<file path="config.mk">
export PLATFORM = sky130hd
export DESIGN_NAME = mrrb_queue
export DESIGN_NICKNAME = d
export VERILOG_FILES = /design/src/rtl/mrrb_pkg.sv /design/src/rtl/mrrb_queue.sv
export SDC_FILE = /design/constraint.sdc
export NUM_CORES = 1
export LEC_CHECK = 0
export BUFFER_PORTS_ARGS = -buffer_cell sky130_fd_sc_hd__buf_4
export CAP_MARGIN = 20
export CORE_ASPECT_RATIO = 1.75
export CORE_UTILIZATION = 23
export DETAILED_ROUTE_END_ITERATION = 12
export GPL_ROUTABILITY_DRIVEN = 1
export PLACE_DENSITY = 0.47
export SLEW_MARGIN = 15
export SYNTH_ARGS = -nofsm -noshare
export SYNTH_HDL_FRONTEND = slang
export SYNTH_SLANG_ARGS = --single-unit
export TNS_END_PERCENT = 5
</file>
<file path="constraint.sdc">
create_clock -name clock -period 2.3 [get_ports clock]
set_input_delay 0.46 -clock clock [delete_from_list [all_inputs] [get_ports clock]]
set_output_delay 0.46 -clock clock [all_outputs]
set_load 0.1 [all_outputs]
</file>
<file path="src/rtl/mrrb_pkg.sv">
// Shared constants, codes and types of the multi-reader ring buffer.
`timescale 1ns / 1ps
package mrrb_pkg;

   // Ring size must be a power of two; pointers carry one extra wrap bit.
   localparam int BUFFER_BYTES = 4096;
   localparam int ADDR_W       = $clog2(BUFFER_BYTES);
   localparam int PTR_W        = ADDR_W + 1;
   localparam int READER_SLOTS = 4;
   localparam int SLOT_W       = 2;
   localparam int DATA_W       = 8;
   localparam int KIND_W       = 3;
   localparam int STATUS_W     = 3;
   localparam int COUNT_W      = 13;

   localparam int QUEUE_DEPTH  = 2;
   localparam int QPTR_W       = 1;
   localparam int QCNT_W       = 2;

   // Request kinds on the stream
   localparam logic [KIND_W-1:0] REQ_WRITE  = 3'd0;
   localparam logic [KIND_W-1:0] REQ_READ   = 3'd1;
   localparam logic [KIND_W-1:0] REQ_FLUSH  = 3'd2;
   localparam logic [KIND_W-1:0] REQ_ATTACH = 3'd3;
   localparam logic [KIND_W-1:0] REQ_DETACH = 3'd4;

   // Internal operation codes after classification
   localparam logic [2:0] OP_NOP    = 3'd0;
   localparam logic [2:0] OP_WRITE  = 3'd1;
   localparam logic [2:0] OP_READ   = 3'd2;
   localparam logic [2:0] OP_FLUSH  = 3'd3;
   localparam logic [2:0] OP_ATTACH = 3'd4;
   localparam logic [2:0] OP_DETACH = 3'd5;

   // Result status codes
   localparam logic [STATUS_W-1:0] STAT_OK        = 3'd0;
   localparam logic [STATUS_W-1:0] STAT_FULL      = 3'd1;
   localparam logic [STATUS_W-1:0] STAT_EMPTY     = 3'd2;
   localparam logic [STATUS_W-1:0] STAT_INACTIVE  = 3'd3;
   localparam logic [STATUS_W-1:0] STAT_NO_SLOT   = 3'd4;

   typedef struct packed {
      logic [2:0]        op;
      logic [SLOT_W-1:0] slot;
      logic [DATA_W-1:0] data;
   } q_entry_type;

endpackage

</file>
<file path="src/rtl/mrrb_queue.sv">
// Short FIFO that decouples the front end from the back end.
`timescale 1ns / 1ps
module mrrb_queue
   import mrrb_pkg::*;
(
   input  logic        clock,
   input  logic        reset,
   input  logic        push,
   input  q_entry_type push_entry,
   output logic        full,
   input  logic        pop,
   output logic        valid,
   output q_entry_type head
);

   q_entry_type       slot_ff [QUEUE_DEPTH];
   logic [QPTR_W-1:0] wr_ff, wr_in;
   logic [QPTR_W-1:0] rd_ff, rd_in;
   logic [QCNT_W-1:0] cnt_ff, cnt_in;
   logic              do_push, do_pop;

   assign full    = (cnt_ff == QCNT_W'(QUEUE_DEPTH));
   assign valid   = (cnt_ff != '0);
   assign head    = slot_ff[rd_ff];
   assign do_push = push && !full;
   assign do_pop  = pop && valid;

   always_comb begin
      wr_in  = do_push ? wr_ff + QPTR_W'(1) : wr_ff;
      rd_in  = do_pop ? rd_ff + QPTR_W'(1) : rd_ff;
      cnt_in = cnt_ff + QCNT_W'(do_push) - QCNT_W'(do_pop);
   end

   always_ff @(posedge clock) begin
      if (reset) begin
         wr_ff  <= '0;
         rd_ff  <= '0;
         cnt_ff <= '0;
      end else begin
         wr_ff  <= wr_in;
         rd_ff  <= rd_in;
         cnt_ff <= cnt_in;
      end
   end

   always_ff @(posedge clock) begin
      if (do_push) slot_ff[wr_ff] <= push_entry;
   end

endmodule

</file>
==> metrics.cfg, run 1 <==
[synthesis]
post_synthesis_xor_xnor_area_fraction_pct=1.50
dominant_combinational_cell_family_by_area_after_synthesis=multiplexers
synthFlopType=sky130_fd_sc_hd__edfxtp_1
compound_cell_area_share_of_the_yosys_netlist_pct=1.60
synth-simple-area-share_pct=5.24
ys_warn_count=0
yosys.area_share.adder_pct=2.14
synth_mux_area_share_pct=12.5
syn_area_per_cell_sq_um=17.5
netlist_instances=67
synth-edff-count=26
ys_seq_area_share_pct=75.3
ys_ff_latch=31
synth.lib_cells_used.distinct=22
syn-cell-area_sq_um=1170
syn_nets=86
async_flop_share_pct=0

[flow_run]
number_of_max_cap_violations=0

[clock_network]
total_of_cells_resized_after_clock_tree_synthesis=0
cts-buffers-inserted=5
clk-insertion-delay-late_ns=0.28
cts-hold-fix-buffers=0
htreeDepth=2
cts.root.buffer_cell=sky130_fd_sc_hd__clkbuf_8
post_cts_buffers=0
tritoncts=done
cts_max_path_buffers=2
cts.sink_count=31
cts.clk_slew.worst_paths_ns=0.06

[die]
chipHeight_microns=96.3
fp.coreArea_sq_um=4930
die_area_sq_um=5390
ios=32
initial_core_utilization_pct=23.7
number_of_placement_rows=34
floorplan_die_width_microns=55.9

[min_path]
hold_path_depth=1
min_from=push_entry[10]
holdCritPathClass=input pin to register

[global_route]
global_route.usage.total_pct=8.66
grt_antenna_before_repair=0
grt-ovfl-total=0
grt_first_pass_wirelength_mm=3.29
grt_max_degree=14
via_count_of_the_first_global_routing_pass=709

[run_status]
outcome=complete, no violations

[timing]
worst_pin_slew_ns=0.546
timing.setup.tns_ns=0
report.final.hold_viol_count=0
timing.final.setup_violations=0
achievable-frequency_mhz=520
final.min_clock_period_ns=1.92
setup_repair_after_global_routing_missed_its_margin=no
skew_ns=0.0102
timing.final.crit_share_pct=83.7
slew_viol_final=0
max_slew_margin_pct=63.6

[worst_setup_path]
end_kind=output port
worst_ep_required_time_ns=1.84
r2r_start=cnt_ff[0]$_SDFF_PP0_
worstSetupPathType=register to output port
worst-r2r-cell-count=4
worst-path-max-fanout=11
arrival_ns=1.46
worst_r2r_endpoint=slot_ff[0][11]$_DFFE_PP_
reg2reg_slack_ns=0.61
setup.worst_path.end=head[12]
startpoint_type=register

[drt]
detail_route.iter0.violations=11
ant_nets=0
routed_wirelength_mm=1.95
vias=669
drt_drc_violations_left=0
viasPerCell=4.18
drt_pre_antenna_iters=4
avgRoutedWirePerCell_microns=12.2

[place]
finalWeightedCongestion=0.586
port_buffers=31
detailed_place_hpwl_mm=1.42

[layout]
synthToLayoutAreaGrowth_pct=33.7
num_antenna_cells=0
final_net_count=124
finalCoreUtilization_pct=31.7
fraction_of_final_layout_cells_with_drive_strength_greater_than_1_pct=44.3

logic make-up (layout without fill, tap and decap cells):
| group | Yosys count | count (layout) |
|---|---|---|
| flip-flops | 31 | 31 |
| multiplexers | 13 | 13 |
| AND/OR/NAND/NOR | 11 | 11 |
| buffers and inverters | 5 | 44 |
| AO/OA/AOI/OAI | 3 | 3 |
| adder cells (fa/ha/maj) | 2 | 2 |
| XOR/XNOR | 2 | 2 |
per-stage QoR:
stage          setup slack [ns]  hold WS, ns  std cells  instance area [sq um]
6_report                  0.376        0.358        160                   1560
5_1_grt                   0.296        0.343        160                   1560
4_1_cts                   0.347        0.351        160                   1560
3_5_place_dp              0.529        0.483        152                   1470
3_3_place_gp              0.595        0.480        152                   1470
2_1_floorplan             0.521        0.451         67                   1170
cell usage after synthesis, types with 2 or more instances:
cell type                  count  share of area, %
sky130_fd_sc_hd__dfxtp_1       5               8.6
sky130_fd_sc_hd__nor2_1        3              0.96
sky130_fd_sc_hd__edfxtp_1     26                67
sky130_fd_sc_hd__mux2_2        3               2.9
sky130_fd_sc_hd__inv_1         3              0.96
sky130_fd_sc_hd__ha_1          2               2.1
sky130_fd_sc_hd__mux2_1       10               9.6
registers in the layout, indices dropped and copies added, names as in the netlist, named ones only:
signal	flops
cnt_ff	2
rd_ff	1
slot_ff	26
wr_ff	1
cells in the final DEF (no fill, tap or decap), drive strengths merged:
| master | instances |
|---|---|
| nor2 | 3 |
| edfxtp | 26 |
| xor2 | 1 |
| dfxtp | 5 |
| clkinv | 1 |
| a21oi | 1 |
| buf | 32 |
| clkbuf | 7 |
| inv | 4 |
| o21ai | 1 |
| nand2b | 1 |
| or2 | 1 |
| or3 | 1 |
| nand2 | 1 |
| mux2 | 13 |
| and3 | 1 |
| and2 | 1 |
| nor2b | 1 |
| xnor2 | 1 |
| ha | 2 |
| o21a | 1 |
| nor3 | 1 |
worst min path at each step:
stage                                          end  slack, ns
after floorplan                 wr_ff$_SDFFE_PP0P_       0.45
after global placement          wr_ff$_SDFFE_PP0P_       0.48
after detailed placement        wr_ff$_SDFFE_PP0P_       0.48
after CTS                 slot_ff[0][10]$_DFFE_PP_       0.35
after global routing       slot_ff[0][9]$_DFFE_PP_       0.34
final                     slot_ff[0][10]$_DFFE_PP_       0.36
routing by layer:
layer	routed length (microns)	vias to the layer above	track usage [%]
met3	176	5	4.70
met1	649	321	7.89
li1	-	318	-
met4	49	0	5.49
met5	0	-	0
met2	1070	25	15.0
layout make-up:
cell class                 count  area, sq um
tap                           54         67.6
fill                         504         3370
inverter                       4         15.0
multi-input combinational     31          269
clock inverter                 1         5.00
clock buffer                   7         86.3
timing repair buffer          32          240
sequential                    31          881
worst max-delay path, cell delays in order (launching register included):
cell and delay (ns):
sky130_fd_sc_hd__dfxtp_1 0.36, sky130_fd_sc_hd__buf_4 0.22, sky130_fd_sc_hd__mux2_1 0.35, sky130_fd_sc_hd__buf_4 0.24
Power of run 1 is left out: the tool's default activity adds up to more than one toggle a clock period on the data nets, which glitch-free logic cannot reach.
==> run 2: changes to the inputs <==
- ABC_AREA: unset -> 1
- clock period: 2.3 -> 1.85 ns (I/O delays scaled with it)
==> metrics.cfg, run 2 <==
[layout]
post_layout_nonfiller_instances=173  ; was 160
finish.instance_area_sq_um=1620  ; was 1560 sq um
top_regs=slot_ff x26, cnt_ff x2  ; unchanged
fraction_of_final_layout_cells_with_drive_strength_greater_than_1_pct=43.7  ; was 44.3%
num_antenna_cells=0  ; unchanged
most_frequent_cells_in_the_layout=32 x sky130_fd_sc_hd__buf_4, 26 x sky130_fd_sc_hd__edfxtp_1, 10 x sky130_fd_sc_hd__inv_1, 10 x sky130_fd_sc_hd__mux2_4, 9 x sky130_fd_sc_hd__nor2_1  ; was 32 x sky130_fd_sc_hd__buf_4, 26 x sky130_fd_sc_hd__edfxtp_1, 10 x sky130_fd_sc_hd__mux2_1
largest-register=slot_ff  ; unchanged
largest_register_ff_count=26  ; unchanged
synthToLayoutAreaGrowth_pct=31.7  ; was 33.7%
layout.cells.most_common=sky130_fd_sc_hd__buf_4  ; unchanged
final_net_count=137  ; was 124

[die]
number_of_placement_rows=34  ; unchanged
chipHeight_microns=98.6  ; was 96.3 microns
ios=32  ; unchanged
initial_core_utilization_pct=24.2  ; was 23.7%
die_area_sq_um=5640  ; was 5390 sq um
fp.coreArea_sq_um=5060  ; was 4930 sq um
floorplan_die_width_microns=57.2  ; was 55.9 microns

[clock_network]
cts-buffers-inserted=5  ; unchanged
htreeDepth=2  ; unchanged
tritoncts=done  ; unchanged
cts_max_path_buffers=2  ; unchanged
cts.clk_slew.worst_paths_ns=0.06  ; about the same
cts.sink_count=31  ; unchanged
cts.root.buffer_cell=sky130_fd_sc_hd__clkbuf_8  ; unchanged
post_cts_buffers=0  ; unchanged
clk-insertion-delay-late_ns=0.27  ; was 0.28 ns

[synthesis]
leading_cell_types_by_count_after_synthesis=26 x sky130_fd_sc_hd__edfxtp_1, 10 x sky130_fd_sc_hd__inv_1, 10 x sky130_fd_sc_hd__mux2_4  ; was 26 x sky130_fd_sc_hd__edfxtp_1, 10 x sky130_fd_sc_hd__mux2_1, 5 x sky130_fd_sc_hd__dfxtp_1
synth_mux_area_share_pct=15.0  ; was 12.5%
synth.lib_cells_used.distinct=11  ; was 22
synth_top_cells_by_area=sky130_fd_sc_hd__edfxtp_1 64%, sky130_fd_sc_hd__mux2_4 12%, sky130_fd_sc_hd__dfxtp_1 8.2%  ; was sky130_fd_sc_hd__edfxtp_1 67%, sky130_fd_sc_hd__mux2_1 9.6%, sky130_fd_sc_hd__dfxtp_1 8.6%
ys_ff_latch=31  ; unchanged
synth-simple-area-share_pct=6.42  ; was 5.24%
ys_seq_area_share_pct=71.8  ; was 75.3%
syn_area_per_cell_sq_um=15.5  ; was 17.5 sq um
syn_nets=98  ; was 86
async_flop_share_pct=0  ; unchanged
syn-cell-area_sq_um=1230  ; was 1170 sq um
ys_warn_count=0  ; unchanged
post_synthesis_xor_xnor_area_fraction_pct=0  ; was 1.50%
synth-edff-count=26  ; unchanged
dominant_combinational_cell_family_by_area_after_synthesis=multiplexers  ; unchanged
synth_top_area_share_pct=63.6  ; was 66.7%
synthFlopType=sky130_fd_sc_hd__edfxtp_1  ; unchanged
compound_cell_area_share_of_the_yosys_netlist_pct=0.815  ; was 1.60%
synth_most_common_cell=sky130_fd_sc_hd__edfxtp_1  ; unchanged
synthDominantAreaCellType=sky130_fd_sc_hd__edfxtp_1  ; unchanged
netlist_instances=79  ; was 67
yosys.area_share.adder_pct=2.04  ; was 2.14%

[timing]
fin_hold_ws_ns=0.256  ; was 0.358 ns
final.min_clock_period_ns=1.74
report.final.hold_viol_count=0  ; unchanged
timing.final.crit_share_pct=94.2
achievable-frequency_mhz=574
timing.setup.tns_ns=0  ; unchanged
setup_repair_after_global_routing_missed_its_margin=no  ; unchanged
timing.final.setup_violations=0  ; unchanged
max_slew_margin_pct=65.5  ; was 63.6%
worst_pin_slew_ns=0.518  ; was 0.546 ns
slew_viol_final=0  ; unchanged
skew_ns=0.00386  ; was 0.0102 ns

[min_path]
holdCritPathClass=input pin to register  ; unchanged

[drt]
drt_drc_violations_left=4  ; was 0
viasPerCell=4.05  ; was 4.18
drt_pre_antenna_iters=8  ; was 4
detail_route.iter0.violations=16  ; was 11
ant_nets=0  ; unchanged
avgRoutedWirePerCell_microns=11.1  ; was 12.2 microns
routed_wirelength_mm=1.92  ; was 1.95 mm
vias=701  ; was 669

[place]
numPlacedInstances=165  ; was 152
finalWeightedCongestion=0.590  ; was 0.586
port_buffers=31  ; unchanged
post_dp_cell_area_sq_um=1530  ; was 1470 sq um
detailed_place_hpwl_mm=1.46  ; was 1.42 mm

[global_route]
grt-ovfl-total=0  ; unchanged
grt_first_pass_wirelength_mm=3.16  ; was 3.29 mm
via_count_of_the_first_global_routing_pass=757  ; was 709
grt_max_degree=14  ; unchanged
global_route.usage.total_pct=7.61  ; was 8.66%
grt_antenna_before_repair=0  ; unchanged

[worst_setup_path]
worst_ep_required_time_ns=1.48  ; was 1.84 ns
end_kind=output port  ; unchanged
startpoint_type=register  ; unchanged
worstSetupPathType=register to output port  ; unchanged
worst-path-max-fanout=13  ; was 11
arrival_ns=1.37  ; was 1.46 ns

[run_status]
violations=DRC
outcome=finished with violations  ; was complete, no violations

[flow_run]
number_of_max_cap_violations=0  ; unchanged

-- run 2: changes by cell type after synthesis, moves of 3 or more --
cell	previous run	this run
sky130_fd_sc_hd__inv_1	3	10
sky130_fd_sc_hd__mux2_1	10	0
sky130_fd_sc_hd__mux2_4	0	10
sky130_fd_sc_hd__nand2_1	1	8
sky130_fd_sc_hd__nand3_1	0	3
sky130_fd_sc_hd__nor2_1	3	9
-- run 2: critical path, stage by stage, from the launching register on --
cell and delay [ns]:
sky130_fd_sc_hd__dfxtp_1 0.32, sky130_fd_sc_hd__buf_6 0.19, sky130_fd_sc_hd__mux2_2 0.36, sky130_fd_sc_hd__buf_4 0.23
-- run 2: final timing paths --
check	startpoint	to	slack, ns	cells past startpoint
setup / recovery	register	head[1]	0.11	3
hold / removal	reset	cnt_ff[0]$_SDFF_PP0_	0.26	2
setup reg to reg	cnt_ff[0]$_SDFF_PP0_	cnt_ff[1]$_SDFF_PP0_	0.33	10
hold reg to reg	rd_ff$_SDFFE_PP0P_	rd_ff$_SDFFE_PP0P_	0.50	2
-- run 2: final cells by class --
type	count	area [sq um]
well taps	54	67.6
fillers	506	3450
repair buffers	33	251
inverters	10	37.5
clock inverters	2	8.76
clock buffers	6	72.6
multi-input cells	37	298
flip-flops and latches	31	881
-- run 2: per-layer routing --
layer | up-vias | track usage [%] | wire, microns
met4 | 0 | 5.63 | 64
met2 | 23 | 13.8 | 1040
li1 | 349 | - | -
met3 | 5 | 2.36 | 150
met5 | - | 0 | 0
met1 | 324 | 6.75 | 662
-- run 2: kinds of logic (layout without fill, tap and decap cells) --
family,after synthesis,count (layout)
AOI/OAI and AO/OA,2,2
and+or+nand+nor,20,20
muxes,13,13
DFF,31,31
buffers and inverters,11,51
adders and majority gates,2,2
-- run 2: timing repair --
action / 4_1_cts / 5_1_grt
resized for setup: 0 / 1
hold buffers: 0 / 0
endpoints found under the setup margin: 0 / 3
-- run 2: through the flow --
stage               setup slack (ns)  utilization (%)
finish                         0.107             31.9
CTS                           0.0270             31.9
floorplan                      0.338                -
global route                  0.0418             31.9
detailed placement             0.327             30.3
global placement               0.353             30.3
Power of run 2 is left out for the same reason.
